**config.mk**
```make
export PLATFORM = sky130hd
export DESIGN_NAME = led_matrix_pwm_scan_driver
export DESIGN_NICKNAME = d
export VERILOG_FILES = /design/src/sv/lmd_pkg.sv /design/src/sv/lmd_ram.sv /design/src/sv/lmd_front.sv /design/src/sv/lmd_queue.sv /design/src/sv/lmd_back.sv /design/src/sv/led_matrix_pwm_scan_driver.sv
export SDC_FILE = /design/constraint.sdc
export NUM_CORES = 2
export LEC_CHECK = 0
export ABC_AREA = 1
export BUFFER_PORTS_ARGS = -buffer_cell sky130_fd_sc_hd__buf_2
export CAP_MARGIN = 20
export CELL_PAD_IN_SITES_DETAIL_PLACEMENT = 1
export CELL_PAD_IN_SITES_GLOBAL_PLACEMENT = 2
export CORE_MARGIN = 4
export CORE_UTILIZATION = 40
export DETAILED_ROUTE_END_ITERATION = 10
export HOLD_SLACK_MARGIN = 0.12
export PLACE_DENSITY_LB_ADDON = 0.1
export SLEW_MARGIN = 20
export SYNTH_ARGS = -nofsm -noshare
export SYNTH_HDL_FRONTEND = slang
export SYNTH_MEMORY_MAX_BITS = 65536
export SYNTH_SLANG_ARGS = --single-unit
```
**constraint.sdc**
```tcl
create_clock -name clock -period 15.32 [get_ports clock]
set_clock_uncertainty 0.1 [all_clocks]
set_input_delay 0.766 -clock clock [delete_from_list [all_inputs] [get_ports clock]]
set_output_delay 0.766 -clock clock [all_outputs]
set_load 0.01 [all_outputs]
```
**src/sv/lmd_pkg.sv**
```systemverilog
`timescale 1ns / 1ps
// ----------------------------------------------------------------------------
// lmd_pkg: shared types and constants of the LED matrix scan driver
// Command layout between the front end, the queue and the back end, the
// opcodes seen on the request stream and the gamma ROM builder.
// ----------------------------------------------------------------------------
package lmd_pkg;

   // Panel and chain geometry
   localparam int CHAIN_LEN   = 256;
   localparam int ADDR_W      = $clog2(CHAIN_LEN);
   localparam int LEVEL_W     = 8;
   localparam int PHASE_OUT_W = 6;
   localparam int GREY_W      = 16;
   localparam int COORD_W     = 16;

   // Request opcodes (code 3 is unused and ignored)
   localparam logic [1:0] OP_DRAW = 2'd0;
   localparam logic [1:0] OP_SHOW = 2'd1;
   localparam logic [1:0] OP_TICK = 2'd2;

   // Clamp limit of the grey level before the gamma lookup
   localparam logic [LEVEL_W-1:0] GREY_MAX = 8'hFF;

   // Gamma curve exponent 2.7 as the ratio 27 / 10, and the width of the
   // exact integer powers used to build the curve
   localparam int GAMMA_NUM = 27;
   localparam int GAMMA_DEN = 10;
   localparam int GAMMA_W   = 300;

   // Command queue
   localparam int QUEUE_DEPTH = 4;
   localparam int QPTR_W      = $clog2(QUEUE_DEPTH);

   typedef enum logic [1:0] {
      CMD_DRAW,
      CMD_SHOW,
      CMD_TICK
   } cmd_kind_type;

   typedef struct packed {
      cmd_kind_type        kind;
      logic [ADDR_W-1:0]   addr;
      logic [LEVEL_W-1:0]  level;
   } cmd_type;

   typedef enum logic {
      BK_RUN,
      BK_COPY
   } back_state_type;

   typedef struct packed {
      logic copy_busy;
      logic blank;
      logic tick_issue;
   } back_status_type;

   typedef logic [CHAIN_LEN-1:0][LEVEL_W-1:0] gamma_rom_type;

   // Build the gamma ROM: entry 0 is dark, entry i is
   // floor(1 + (2^bits - 1) * (i/256)^2.7), taken exactly as the largest k
   // with k^10 * 256^27 <= (2^bits - 1)^10 * i^27, plus one
   function automatic gamma_rom_type build_gamma(int bits);
      gamma_rom_type      rom;
      logic [GAMMA_W-1:0] full_pow;
      logic [GAMMA_W-1:0] rhs;
      logic [GAMMA_W-1:0] lhs;
      int                 full;
      int                 k;
      bit                 grow;
      rom      = '0;
      full     = (1 << bits) - 1;
      k        = 0;
      full_pow = GAMMA_W'(1);
      for (int j = 0; j < GAMMA_DEN; j++) begin
         full_pow = full_pow * GAMMA_W'(full);
      end
      for (int i = 1; i < CHAIN_LEN; i++) begin
         rhs = full_pow;
         for (int j = 0; j < GAMMA_NUM; j++) begin
            rhs = rhs * GAMMA_W'(i);
         end
         grow = 1'b1;
         while (grow && k < full) begin
            lhs = GAMMA_W'(1);
            for (int j = 0; j < GAMMA_DEN; j++) begin
               lhs = lhs * GAMMA_W'(k + 1);
            end
            lhs = lhs << (ADDR_W * GAMMA_NUM);
            if (lhs <= rhs) begin
               k++;
            end else begin
               grow = 1'b0;
            end
         end
         rom[i] = LEVEL_W'(k + 1);
      end
      return rom;
   endfunction

endpackage

```
**src/sv/lmd_ram.sv**
```systemverilog
`timescale 1ns / 1ps
// ----------------------------------------------------------------------------
// lmd_ram: generic simple dual-port RAM
// One write port, one read port with registered read data held while the
// read enable is low.
// ----------------------------------------------------------------------------
module lmd_ram #(
   parameter int WIDTH = 8,
   parameter int DEPTH = 256
) (
   input  logic                     clock,
   input  logic                     wr_en,
   input  logic [$clog2(DEPTH)-1:0] wr_addr,
   input  logic [WIDTH-1:0]         wr_data,
   input  logic                     rd_en,
   input  logic [$clog2(DEPTH)-1:0] rd_addr,
   output logic [WIDTH-1:0]         rd_data
);

   logic [WIDTH-1:0] mem_ff [DEPTH];
   logic [WIDTH-1:0] rd_data_ff;

   // Write and registered read
   always_ff @(posedge clock) begin
      if (wr_en) begin
         mem_ff[wr_addr] <= wr_data;
      end
      if (rd_en) begin
         rd_data_ff <= mem_ff[rd_addr];
      end
   end

   assign rd_data = rd_data_ff;

endmodule

```
**src/sv/lmd_front.sv**
```systemverilog
`timescale 1ns / 1ps
// ----------------------------------------------------------------------------
// lmd_front: request decoder
// Classifies request items, drops off-panel draws and unused opcodes, maps
// the pixel to its shift-chain address and looks up the gamma level.
// ----------------------------------------------------------------------------
module lmd_front import lmd_pkg::*; #(
   parameter int PWM_BITS = 6
) (
   input  logic [1:0]             opcode,
   input  logic signed [COORD_W-1:0] x_coord,
   input  logic signed [COORD_W-1:0] y_coord,
   input  logic [GREY_W-1:0]      grey_level,
   output cmd_type                cmd,
   output logic                   keep
);

   localparam gamma_rom_type GAMMA_ROM = build_gamma(PWM_BITS);

   logic               on_panel;
   logic [3:0]         col;
   logic [3:0]         row;
   logic [2:0]         c;
   logic [5:0]         offset;
   logic [LEVEL_W-1:0] grey_idx;
   logic [LEVEL_W-1:0] gamma_level;

   // Position check: both coordinates in 0..15
   assign on_panel = (x_coord[COORD_W-1:4] == '0) && (y_coord[COORD_W-1:4] == '0);

   // Mirror the column
   assign col = ~x_coord[3:0];
   assign row = y_coord[3:0];
   assign c   = col[2:0];

   // Serpentine offset inside one 64-LED board
   always_comb begin
      case ({row[1:0], col[3]})
         3'd0:    offset = {3'b000, c};
         3'd1:    offset = 6'd16 + {3'b000, c};
         3'd2:    offset = 6'd15 - {3'b000, c};
         3'd3:    offset = 6'd31 - {3'b000, c};
         3'd4:    offset = 6'd48 + {3'b000, c};
         3'd5:    offset = 6'd32 + {3'b000, c};
         3'd6:    offset = 6'd63 - {3'b000, c};
         default: offset = 6'd47 - {3'b000, c};
      endcase
   end

   // Clamp the grey level and look up the gamma curve
   assign grey_idx    = (grey_level[GREY_W-1:LEVEL_W] != '0) ? GREY_MAX
                                                             : grey_level[LEVEL_W-1:0];
   assign gamma_level = GAMMA_ROM[grey_idx];

   // Classify the item
   always_comb begin
      cmd.addr  = {row[3:2], offset};
      cmd.level = gamma_level;
      cmd.kind  = CMD_TICK;
      keep      = 1'b0;
      case (opcode)
         OP_DRAW: begin
            cmd.kind = CMD_DRAW;
            keep     = on_panel;
         end
         OP_SHOW: begin
            cmd.kind = CMD_SHOW;
            keep     = 1'b1;
         end
         OP_TICK: begin
            cmd.kind = CMD_TICK;
            keep     = 1'b1;
         end
         default: begin
            keep = 1'b0;
         end
      endcase
   end

endmodule

```
**src/sv/lmd_queue.sv**
```systemverilog
`timescale 1ns / 1ps
// ----------------------------------------------------------------------------
// lmd_queue: command queue
// Short FIFO between the decoder and the back end.
// ----------------------------------------------------------------------------
module lmd_queue import lmd_pkg::*; (
   input  logic    clock,
   input  logic    reset,
   input  logic    push,
   input  cmd_type push_cmd,
   output logic    full,
   input  logic    pop,
   output logic    head_valid,
   output cmd_type head_cmd
);

   cmd_type           mem_ff [QUEUE_DEPTH];
   logic [QPTR_W-1:0] wr_ptr_ff, wr_ptr_in;
   logic [QPTR_W-1:0] rd_ptr_ff, rd_ptr_in;
   logic [QPTR_W:0]   count_ff, count_in;

   // Advance pointers and count
   always_comb begin
      wr_ptr_in = push ? QPTR_W'(wr_ptr_ff + 1'b1) : wr_ptr_ff;
      rd_ptr_in = pop  ? QPTR_W'(rd_ptr_ff + 1'b1) : rd_ptr_ff;
      count_in  = count_ff;
      if (push && !pop) begin
         count_in = count_ff + 1'b1;
      end else if (pop && !push) begin
         count_in = count_ff - 1'b1;
      end
   end

   always_ff @(posedge clock) begin
      if (reset) begin
         wr_ptr_ff <= '0;
         rd_ptr_ff <= '0;
         count_ff  <= '0;
      end else begin
         wr_ptr_ff <= wr_ptr_in;
         rd_ptr_ff <= rd_ptr_in;
         count_ff  <= count_in;
      end
   end

   // Store entries
   always_ff @(posedge clock) begin
      if (push) begin
         mem_ff[wr_ptr_ff] <= push_cmd;
      end
   end

   assign full       = (count_ff == (QPTR_W+1)'(QUEUE_DEPTH));
   assign head_valid = (count_ff != '0);
   assign head_cmd   = mem_ff[rd_ptr_ff];

endmodule

```
**src/sv/lmd_back.sv**
```systemverilog
`timescale 1ns / 1ps
// ----------------------------------------------------------------------------
// lmd_back: command executor
// Writes draws into the front buffer, copies front to back on a show and
// scans the back buffer into the result register on each shift tick once lit.
// ----------------------------------------------------------------------------
module lmd_back import lmd_pkg::*; #(
   parameter int PWM_BITS = 6
) (
   input  logic                   clock,
   input  logic                   reset,
   input  logic                   head_valid,
   input  cmd_type                head_cmd,
   output logic                   pop,
   output logic                   rsp_valid,
   input  logic                   rsp_ready,
   output logic                   rsp_bit,
   output logic                   rsp_latch,
   output logic [PHASE_OUT_W-1:0] rsp_phase,
   output back_status_type        status
);

   back_state_type      state_ff, state_in;
   logic [ADDR_W:0]     cnt_ff, cnt_in;
   logic                blank_ff, blank_in;
   logic [PWM_BITS-1:0] phase_ff, phase_in;
   logic [ADDR_W-1:0]   pos_ff, pos_in;
   logic [CHAIN_LEN-1:0] fvalid_ff;
   logic                fv_rd_ff;
   logic                pend_ff, pend_in;
   logic [PWM_BITS-1:0] pend_phase_ff;
   logic                pend_latch_ff;
   logic                rsp_valid_ff, rsp_valid_in;
   logic                rsp_bit_ff;
   logic                rsp_latch_ff;
   logic [PHASE_OUT_W-1:0] rsp_phase_ff;

   logic                fwr_en;
   logic                frd_en;
   logic [ADDR_W-1:0]   frd_addr;
   logic [LEVEL_W-1:0]  frd_data;
   logic                bwr_en;
   logic [ADDR_W-1:0]   bwr_addr;
   logic [LEVEL_W-1:0]  bwr_data;
   logic                brd_en;
   logic [LEVEL_W-1:0]  brd_data;
   logic                tick_issue;
   logic                slot_move;
   logic                issue_ok;
   logic [PWM_BITS-1:0] phase_next;

   lmd_ram #(.WIDTH(LEVEL_W), .DEPTH(CHAIN_LEN)) u_front_ram (
      .clock   (clock),
      .wr_en   (fwr_en),
      .wr_addr (head_cmd.addr),
      .wr_data (head_cmd.level),
      .rd_en   (frd_en),
      .rd_addr (frd_addr),
      .rd_data (frd_data)
   );

   lmd_ram #(.WIDTH(LEVEL_W), .DEPTH(CHAIN_LEN)) u_back_ram (
      .clock   (clock),
      .wr_en   (bwr_en),
      .wr_addr (bwr_addr),
      .wr_data (bwr_data),
      .rd_en   (brd_en),
      .rd_addr (pos_ff),
      .rd_data (brd_data)
   );

   // Pending tick moves to the result register when that is free or drains
   assign slot_move  = pend_ff && (!rsp_valid_ff || rsp_ready);
   assign issue_ok   = !pend_ff || slot_move;
   assign phase_next = (pos_ff == '0) ? PWM_BITS'(phase_ff + 1'b1) : phase_ff;

   // Next state and command execution
   always_comb begin
      state_in   = state_ff;
      cnt_in     = cnt_ff;
      blank_in   = blank_ff;
      phase_in   = phase_ff;
      pos_in     = pos_ff;
      pop        = 1'b0;
      fwr_en     = 1'b0;
      frd_en     = 1'b0;
      frd_addr   = cnt_ff[ADDR_W-1:0];
      bwr_en     = 1'b0;
      bwr_addr   = ADDR_W'(cnt_ff - 1'b1);
      bwr_data   = fv_rd_ff ? frd_data : '0;
      brd_en     = 1'b0;
      tick_issue = 1'b0;
      case (state_ff)
         BK_RUN: begin
            if (head_valid) begin
               case (head_cmd.kind)
                  CMD_DRAW: begin
                     pop    = 1'b1;
                     fwr_en = 1'b1;
                  end
                  CMD_SHOW: begin
                     pop      = 1'b1;
                     state_in = BK_COPY;
                     cnt_in   = '0;
                  end
                  CMD_TICK: begin
                     if (blank_ff) begin
                        pop = 1'b1;
                     end else if (issue_ok) begin
                        pop        = 1'b1;
                        tick_issue = 1'b1;
                        brd_en     = 1'b1;
                        phase_in   = phase_next;
                        pos_in     = ADDR_W'(pos_ff + 1'b1);
                     end
                  end
                  default: begin
                     pop = 1'b1;
                  end
               endcase
            end
         end
         BK_COPY: begin
            // Read front at cnt, write back at cnt - 1
            frd_en = !cnt_ff[ADDR_W];
            bwr_en = (cnt_ff != '0);
            cnt_in = cnt_ff + 1'b1;
            if (cnt_ff[ADDR_W]) begin
               state_in = BK_RUN;
               blank_in = 1'b0;
            end
         end
         default: begin
            state_in = BK_RUN;
         end
      endcase
   end

   // Result slot control
   always_comb begin
      pend_in = pend_ff;
      if (tick_issue) begin
         pend_in = 1'b1;
      end else if (slot_move) begin
         pend_in = 1'b0;
      end
      rsp_valid_in = rsp_valid_ff;
      if (slot_move) begin
         rsp_valid_in = 1'b1;
      end else if (rsp_ready) begin
         rsp_valid_in = 1'b0;
      end
   end

   // Control registers
   always_ff @(posedge clock) begin
      if (reset) begin
         state_ff     <= BK_RUN;
         cnt_ff       <= '0;
         blank_ff     <= 1'b1;
         phase_ff     <= '0;
         pos_ff       <= '0;
         fvalid_ff    <= '0;
         pend_ff      <= 1'b0;
         rsp_valid_ff <= 1'b0;
      end else begin
         state_ff     <= state_in;
         cnt_ff       <= cnt_in;
         blank_ff     <= blank_in;
         phase_ff     <= phase_in;
         pos_ff       <= pos_in;
         pend_ff      <= pend_in;
         rsp_valid_ff <= rsp_valid_in;
         if (fwr_en) begin
            fvalid_ff[head_cmd.addr] <= 1'b1;
         end
      end
   end

   // Payload registers
   always_ff @(posedge clock) begin
      if (frd_en) begin
         fv_rd_ff <= fvalid_ff[frd_addr];
      end
      if (tick_issue) begin
         pend_phase_ff <= phase_next;
         pend_latch_ff <= (pos_ff == ADDR_W'(CHAIN_LEN - 1));
      end
      if (slot_move) begin
         rsp_bit_ff   <= (brd_data > LEVEL_W'(pend_phase_ff));
         rsp_latch_ff <= pend_latch_ff;
         rsp_phase_ff <= PHASE_OUT_W'(pend_phase_ff);
      end
   end

   assign rsp_valid = rsp_valid_ff;
   assign rsp_bit   = rsp_bit_ff;
   assign rsp_latch = rsp_latch_ff;
   assign rsp_phase = rsp_phase_ff;

   assign status.copy_busy  = (state_ff == BK_COPY);
   assign status.blank      = blank_ff;
   assign status.tick_issue = tick_issue;

endmodule

```
**src/sv/led_matrix_pwm_scan_driver.sv**
```systemverilog
`timescale 1ns / 1ps
// ----------------------------------------------------------------------------
// led_matrix_pwm_scan_driver: serial PWM scan driver for a 16x16 LED matrix
// Front decoder, four-entry command queue and back end with front and back
// frame buffers in RAM.
// ----------------------------------------------------------------------------
// Draws and shift ticks stream through the back end at one per cycle when no
// show copy runs and the result register can take each tick; a tick's serial
// bit goes through the registered read of the back-buffer RAM, beside the
// pending-tick register, and then into the result register. A show holds the
// back end while the front buffer is copied through its single read port one
// entry per cycle; the four-entry queue keeps accepting items meanwhile until
// it fills. The front buffer reads as zero until an entry is drawn, so no
// clearing pass follows reset. Ticks before the first show are dropped with
// no result.
module led_matrix_pwm_scan_driver import lmd_pkg::*; #(
   parameter int PWM_BITS = 6
) (
   input  logic        clock,
   input  logic        reset,
   input  logic        req_tvalid,
   output logic        req_tready,
   input  logic [47:0] req_tdata,   // x_coord [15:0], y_coord [31:16], grey_level [47:32]
   input  logic [1:0]  req_tuser,   // opcode [1:0]
   output logic        rsp_tvalid,
   input  logic        rsp_tready,
   output logic [7:0]  rsp_tdata,   // data_bit [0], pwm_phase [6:1], zero [7]
   output logic        rsp_tlast    // latch
);

   cmd_type         front_cmd;
   logic            keep;
   logic            q_full;
   logic            q_push;
   logic            q_pop;
   logic            q_valid;
   cmd_type         q_head;
   logic            rsp_bit;
   logic [PHASE_OUT_W-1:0] rsp_phase;
   back_status_type status;

   lmd_front #(.PWM_BITS(PWM_BITS)) u_front (
      .opcode     (req_tuser),
      .x_coord    (req_tdata[15:0]),
      .y_coord    (req_tdata[31:16]),
      .grey_level (req_tdata[47:32]),
      .cmd        (front_cmd),
      .keep       (keep)
   );

   // Accept whenever the queue has room; dropped items are not pushed
   assign req_tready = !q_full;
   assign q_push     = req_tvalid && req_tready && keep;

   lmd_queue u_queue (
      .clock      (clock),
      .reset      (reset),
      .push       (q_push),
      .push_cmd   (front_cmd),
      .full       (q_full),
      .pop        (q_pop),
      .head_valid (q_valid),
      .head_cmd   (q_head)
   );

   lmd_back #(.PWM_BITS(PWM_BITS)) u_back (
      .clock      (clock),
      .reset      (reset),
      .head_valid (q_valid),
      .head_cmd   (q_head),
      .pop        (q_pop),
      .rsp_valid  (rsp_tvalid),
      .rsp_ready  (rsp_tready),
      .rsp_bit    (rsp_bit),
      .rsp_latch  (rsp_tlast),
      .rsp_phase  (rsp_phase),
      .status     (status)
   );

   assign rsp_tdata = {1'b0, rsp_phase, rsp_bit};

   // Never pop an empty queue
   a_pop_nonempty: assert property (@(posedge clock) disable iff (reset)
      q_pop |-> q_valid)
      else $error("queue popped while empty");

   // No tick is scanned while the buffer copy runs
   a_no_tick_in_copy: assert property (@(posedge clock) disable iff (reset)
      status.copy_busy |-> !status.tick_issue)
      else $error("tick issued during buffer copy");

   // The display is unblanked once a copy finishes
   a_unblank_after_copy: assert property (@(posedge clock) disable iff (reset)
      $fell(status.copy_busy) |-> !status.blank)
      else $error("display still blank after show");

   // A tick is only scanned while the display is lit
   a_tick_needs_lit: assert property (@(posedge clock) disable iff (reset)
      status.tick_issue |-> !status.blank)
      else $error("tick scanned while blank");

endmodule

```
Yosys cells after proc, flatten, opt, wreduce, memory -nomap -nowiden. Memory sizes are Yosys's and may differ from the RTL's. A register that Yosys moved wholly into a read port is not among the register bits. Index checks and enable logic that the tools add are counted.

RAM bits: 4168. Bits in read-only memories: 2048. Bits in latches: 0. Flip-flop bits (word level): 306. Output and inout bits: 11. Memories kept: 4.

Memories: (name not given) (depth 256, bits a word 8, read ports 1, clocked after memory_dff 0, wr ports 0, RTL line lmd_front.sv:53) `assign gamma_level = GAMMA_ROM[grey_idx];`; u_back.u_back_ram.mem_ff (depth 256, bits a word 8, read ports 1, clocked after memory_dff 1, wr ports 1, RTL line lmd_ram.sv:20) `logic [WIDTH-1:0] mem_ff [DEPTH];`; u_back.u_front_ram.mem_ff (depth 256, bits a word 8, read ports 1, clocked after memory_dff 1, wr ports 1, RTL line lmd_ram.sv:20); u_queue.mem_ff (depth 4, bits a word 18, read ports 1, clocked after memory_dff 1, wr ports 1, RTL line lmd_queue.sv:17) `cmd_type mem_ff [QUEUE_DEPTH];`.

Eq/ne operators: 14. $lt $le $gt $ge: 5. Mux-type cells: 46. Div/mod/pow operators: 0. Reduce and logical (&&, ||, !) cells: 31. $add $sub $neg: 15. Bitwise operators: 4. Multiply operators: 0. Shifts and indexed selects: 0.

Operators with widths (number): bitwise OR 256 bit (1); one-hot mux 6 bit (7 select lines) (1); two-way mux 1 bit (29); less-than comparator 8 x 9 -> 1 bit, second input constant (3); logical NOT 12 bit (2); two-way mux 8 bit (3); two-way mux 9 bit (2); one-hot mux 9 bit (2 select lines) (1); equality test 3 bit, second input constant (4); adder 9 x 1 -> 9 bit, second input constant (1); nonzero test 9 bit (1); adder 8 x 1 -> 8 bit, second input constant (1); binary-select mux 1 bit (select 8 bit) (1); demux 1 bit (select 8 bit) (1); equality test 8 bit, second input constant (1); >= comparator 8 x 1 -> 1 bit, second input constant (1); > comparator 8 x 6 -> 1 bit (1); logical NOT 8 bit (1); nonzero test 8 bit (1); subtractor 8 x 1 -> 8 bit, second input constant (1); logical AND 1 bit (7); adder 5 x 3 -> 6 bit, first input constant (1); adder 5 x 4 -> 6 bit, first input constant (1); adder 6 x 1 -> 6 bit, second input constant (1); 29 further kinds (48).

Logic depth before layout (Yosys ltp).
Depth in word-level cells: 12. Mapped depth: 20.

Hierarchy. From an unflattened synthesis, not the netlist that was laid out.

Cell total of the unflattened synthesis: 16471. Area, all modules: 185297.7 um2.

Modules (own cells, without submodules): lmd_ram (area each 83476.3 um2, times used 2, sequential area each 61739.2 um2, cells an instance 7003); lmd_back (area each 13695.6 um2, times used 1, sequential area each 6145.9 um2, cells an instance 1968); lmd_queue (area each 3155.5 um2, times used 1, sequential area each 2342.2 um2, cells an instance 233); lmd_front (area each 1461.4 um2, times used 1, sequential area each 0.0 um2, cells an instance 258); led_matrix_pwm_scan_driver (area each 32.5 um2, times used 1, sequential area each 0.0 um2, cells an instance 6).

Worst setup path before layout. OpenSTA, ideal clock, no wires.

Path kind: flip-flop to flip-flop. Start: register with a tool-made name. End: memory u_back.u_front_ram.mem_ff[0][2], data pin. Setup time: 1.586 ns. Stages on the path, launching flop included: 7. Path slack: 5.603 ns. Data required time: 13.634 ns. Arrival: 8.030 ns. Period minus slack after synthesis: 9.717 ns. Cell sequence: dfxtp_1 -> inv_2 -> buf_4 -> buf_2 -> clkbuf_1 -> o21ai_0 -> o22ai_1.

RTL lines (RTL line): to (decl) (lmd_ram.sv:20).

==> run_results.csv <==
group,metric,value,unit
clocking,cts.path.max_buffers,4,
clocking,ctsResizeCount,0,
sta,rsz0062_at_grt,"false",
worst_setup_path,crit_fanout,167,
clocking,clkSinkCount,3456,
route,drt-wirelength-per-cell,24.9,um
logic_synthesis,synth-edff-count,3164,
route,wl_met1,202,mm
logic_synthesis,synth.area.mux_share,0,%
placement,routabilityCongestion,0.802,
logic_synthesis,synth_top_family_by_area,"simple AND/OR/NAND/NOR gates",
cells_and_area,drive_above_1_share,6.21,%
floorplanning,die_area,370000,um2
logic_synthesis,synth_top_area_cell,"edfxtp_1",
clocking,cts_root_buf,"clkbuf_16",
sta,worstMarginPinSlew,1100,ps
global_routing,grt_pass1_wl,689,mm
clocking,cts_tree,"yes",
route,drt_iter0_drc,7669,
worst_setup_path,rrSetupSlack,9600,ps
floorplanning,rows,220,
sta,min_period_over_period,37.3,%
sta,finalSetupTns,0,ps
sta,fmax,175,MHz
sta,hold_viol,0,
global_routing,grt_use_total,24.6,%
worst_setup_path,r2r_cells,17,
route,top_layer,"met4",
route,wl_met2,232,mm
logic_synthesis,synthesis.area,144000,um2
sta,setup_viol,0,
worst_setup_path,cp_slowest_cell,"dfxtp_4",
sta,slew_headroom,26.9,%
worst_setup_path,r2r-end,"u_back.u_front_ram.rd_data[3]$_DFFE_PP_",
logic_synthesis,synth_xor_xnor_area_share,0.101,%
power,irDropWorstVdd,0.000137,V
worst_hold_path,hold_end,"u_queue.mem_ff[2][16]$_DFFE_PP_",
floorplanning,start_util,40.2,%
global_routing,grt-ovfl-total,0,
clocking,cts-htree-levels,5,
worst_hold_path,hp-class,"input pin to flip-flop",
placement,port_buffers,63,
worst_setup_path,crit_path_frequent_cell,"nand2_1",
logic_synthesis,synthAdderAreaFrac,0.343,%
logic_synthesis,synth_flop_cell,"edfxtp_1",
logic_synthesis,synth_top_area_share,65.9,%
floorplanning,dieHeight,609,um
logic_synthesis,ys_types,53,
worst_hold_path,min_from,"req_tuser[0]",
worst_setup_path,path_cells,"buf_4 > buf_4 > buf_4 > buf_12 > nand2_1 > nand3_1 > nand2_1 > nand2_1 > nand2_1 > inv_1 > nand2_1 > nand2_1 > nand2_1 > nor2_1 > nand2_1 > nand3_1 > nand2_1",
worst_setup_path,critical_path_class,"flip-flop to flip-flop",
clocking,tritoncts.num_buffers,384,
worst_setup_path,rr_startpoint,"u_back.cnt_ff[0]$_SDFFE_PP0P_",
worst_setup_path,max_stage_delay,850,ps
job,drv_cap,0,
worst_setup_path,cp.arrival,6320,ps
placement,place_hpwl,267,mm
logic_synthesis,synth.most_common_cell,"nand2_1",
global_routing,grt_pass1_vias,104000,
floorplanning,io_pins,65,
route,post_drt_via_cell_ratio,5.30,
worst_setup_path,worstSetupStartpointType,"flip-flop",
cells_and_area,instances_no_fill,18700,
clocking,clk_pin_slew,60,ps
sta,fin_crit,5720,ps
global_routing,grt_max_degree,259,
status,status,"finished, final reports clean",
placement,dp.cells,17900,
floorplanning,dieWidth,609,um
route,first_pass_iters,5,
logic_synthesis,yosys_warnings,0,
route,route.detailed.drc,0,
worst_setup_path,cp.required,15920,ps
worst_setup_path,endpoint_kind,"flip-flop",
route,vias,98900,
worst_setup_path,critPathBufInv,5,
logic_synthesis,synth_nets,13800,
cells_and_area,finalNetCount,13700,
clocking,clk_latency,970,ps
route,postRouteAntennaNets,0,
clocking,holdBufCountCts,9,
logic_synthesis,synth_seq_cells,3456,
logic_synthesis,async_flop_share,0,%
logic_synthesis,synthSimpleGateAreaFrac,18.1,%
clocking,cts_setup_buffers,0,
logic_synthesis,synth_compound_area_share,7.09,%
global_routing,antenna_found_initial,14,
sta,hold_slack,192,ps
logic_synthesis,ys_top_cells_by_count,"3304 x nand2_1, 3164 x edfxtp_1, 2595 x nor2_1, 1398 x o21ai_0, 839 x inv_1",
sta,slew_violations,0,
worst_setup_path,cp_top_family,"buffers and inverters",
power,power.leakage,60.1,nW
logic_synthesis,seq_area_frac_synth,69.9,%
route,wl_met3,17.3,mm
cells_and_area,utilization,45.0,%
worst_hold_path,whs_path_depth,2,
power,p_per_area,152,nW/um2
route,routed_wl,465,mm
cells_and_area,fillCellCount,38800,
logic_synthesis,syn_avg_cell_area,10.5,um2
floorplanning,coreArea,359000,um2
cells_and_area,syn2layout_area_growth,11.9,%
logic_synthesis,synth_area_leaders,"edfxtp_1 66%, nand2_1 8.6%, nor2_1 6.8%",
logic_synthesis,syn_inst,13700,
-- per-layer routing --
layer	track usage, %	up-vias
met5	0	-
met4	6.83	0
met3	2.28	607
met2	43.0	1893
met1	32.6	50500
li1	-	45800
-- stage by stage --
stage / setup WS [ps] / cell area, um2 / power [mW]
2_1_floorplan: 5600 / 144000 / 14.2
3_3_place_gp: 9510 / 149000 / 15.8
3_5_place_dp: 9520 / 149000 / 15.8
4_1_cts: 9510 / 161000 / 24.9
5_1_grt: 9230 / 161000 / 25.6
6_report: 9600 / 161000 / 24.6
-- how the worst max path moves through the flow --
stage	startpoint	endpoint	depth (start not counted)
6_report	u_back.cnt_ff[0]$_SDFFE_PP0P_	u_back.u_front_ram.rd_data[3]$_DFFE_PP_	17
3_3_place_gp	u_back.cnt_ff[0]$_SDFFE_PP0P_	u_back.u_front_ram.rd_data[3]$_DFFE_PP_	17
2_1_floorplan	flip-flop	u_back.u_front_ram.mem_ff[0][2]$_DFFE_PP_	6
3_5_place_dp	u_back.cnt_ff[0]$_SDFFE_PP0P_	u_back.u_front_ram.rd_data[3]$_DFFE_PP_	17
5_1_grt	u_back.cnt_ff[0]$_SDFFE_PP0P_	u_back.u_front_ram.rd_data[3]$_DFFE_PP_	17
4_1_cts	u_back.cnt_ff[0]$_SDFFE_PP0P_	u_back.u_front_ram.rd_data[3]$_DFFE_PP_	17
-- final cells by class --
cell class              count  area, um2  area share (%)
flip-flops and latches   3456     101000            62.5
multi-input cells        8628      37300            23.1
clock inverters           188       1710            1.06
inverters                 863       3340            2.07
repair buffers            225       1750            1.09
diodes                      4       10.0         0.00620
well taps                4773       5970            3.70
clock buffers             523      10500            6.50
-- where the power goes --
part	switching (mW)	internal, mW
combinational	3.42	0.688
clock	3.83	5.19
sequential	0.0571	11.4
total	7.32	17.3
-- cell families after synthesis --
| kind of cell | count (synthesis) |
|---|---|
| buffers and inverters | 1657 |
| DFF | 3456 |
| adders and majority gates | 39 |
| other | 1 |
| and+or+nand+nor | 6630 |
| xor gates and xnor gates | 15 |
| AOI/OAI and AO/OA | 1943 |
-- registers in the layout (all words and copies together), names as in the netlist, 2 cells and up, named ones only --
signal                      count
u_back.cnt_ff                   9
u_back.u_front_ram.mem_ff    1536
u_back.rsp_phase                6
u_back.u_back_ram.mem_ff     1536
u_queue.rd_ptr_ff               2
u_back.pend_phase_ff            6
u_queue.wr_ptr_ff               2
u_back.pos_ff                   8
u_back.u_front_ram.rd_data      6
u_back.fvalid_ff              256
u_back.phase_ff                 6
u_queue.count_ff                3
u_back.u_back_ram.rd_data       6
u_queue.mem_ff                 64
-- cells in the final DEF (no fill, tap or decap), types with 6 or more instances in the layout --
| cell | count |
|---|---|
| nand2_1 | 3304 |
| edfxtp_1 | 3164 |
| nor2_1 | 2582 |
| o21ai_0 | 1398 |
| inv_1 | 830 |
| nand3_1 | 617 |
| clkbuf_16 | 389 |
| a21oi_1 | 312 |
| dfxtp_1 | 285 |
| buf_4 | 137 |
| clkbuf_1 | 108 |
| clkinv_1 | 89 |
| o21a_1 | 75 |
| o22ai_1 | 71 |
| buf_2 | 62 |
| o211ai_1 | 54 |
| clkinv_2 | 53 |
| ha_1 | 38 |
| clkbuf_8 | 27 |
| nand4_1 | 26 |
| bufinv_16 | 23 |
| nor2_4 | 21 |
| nor2_2 | 17 |
| buf_12 | 15 |
| inv_2 | 14 |
| nor3_1 | 13 |
| nand3_4 | 13 |
| inv_8 | 9 |
| clkinv_8 | 9 |
| dlygate4sd3_1 | 9 |
| xnor2_1 | 8 |
| o21ai_1 | 7 |
| nand3_2 | 7 |
| inv_6 | 7 |
| o22ai_4 | 6 |
| nand2_2 | 6 |
| nand2_4 | 6 |
| clkinvlp_4 | 6 |
| dfxtp_4 | 6 |
No activity file was read; power rests on OpenSTA's default activity.
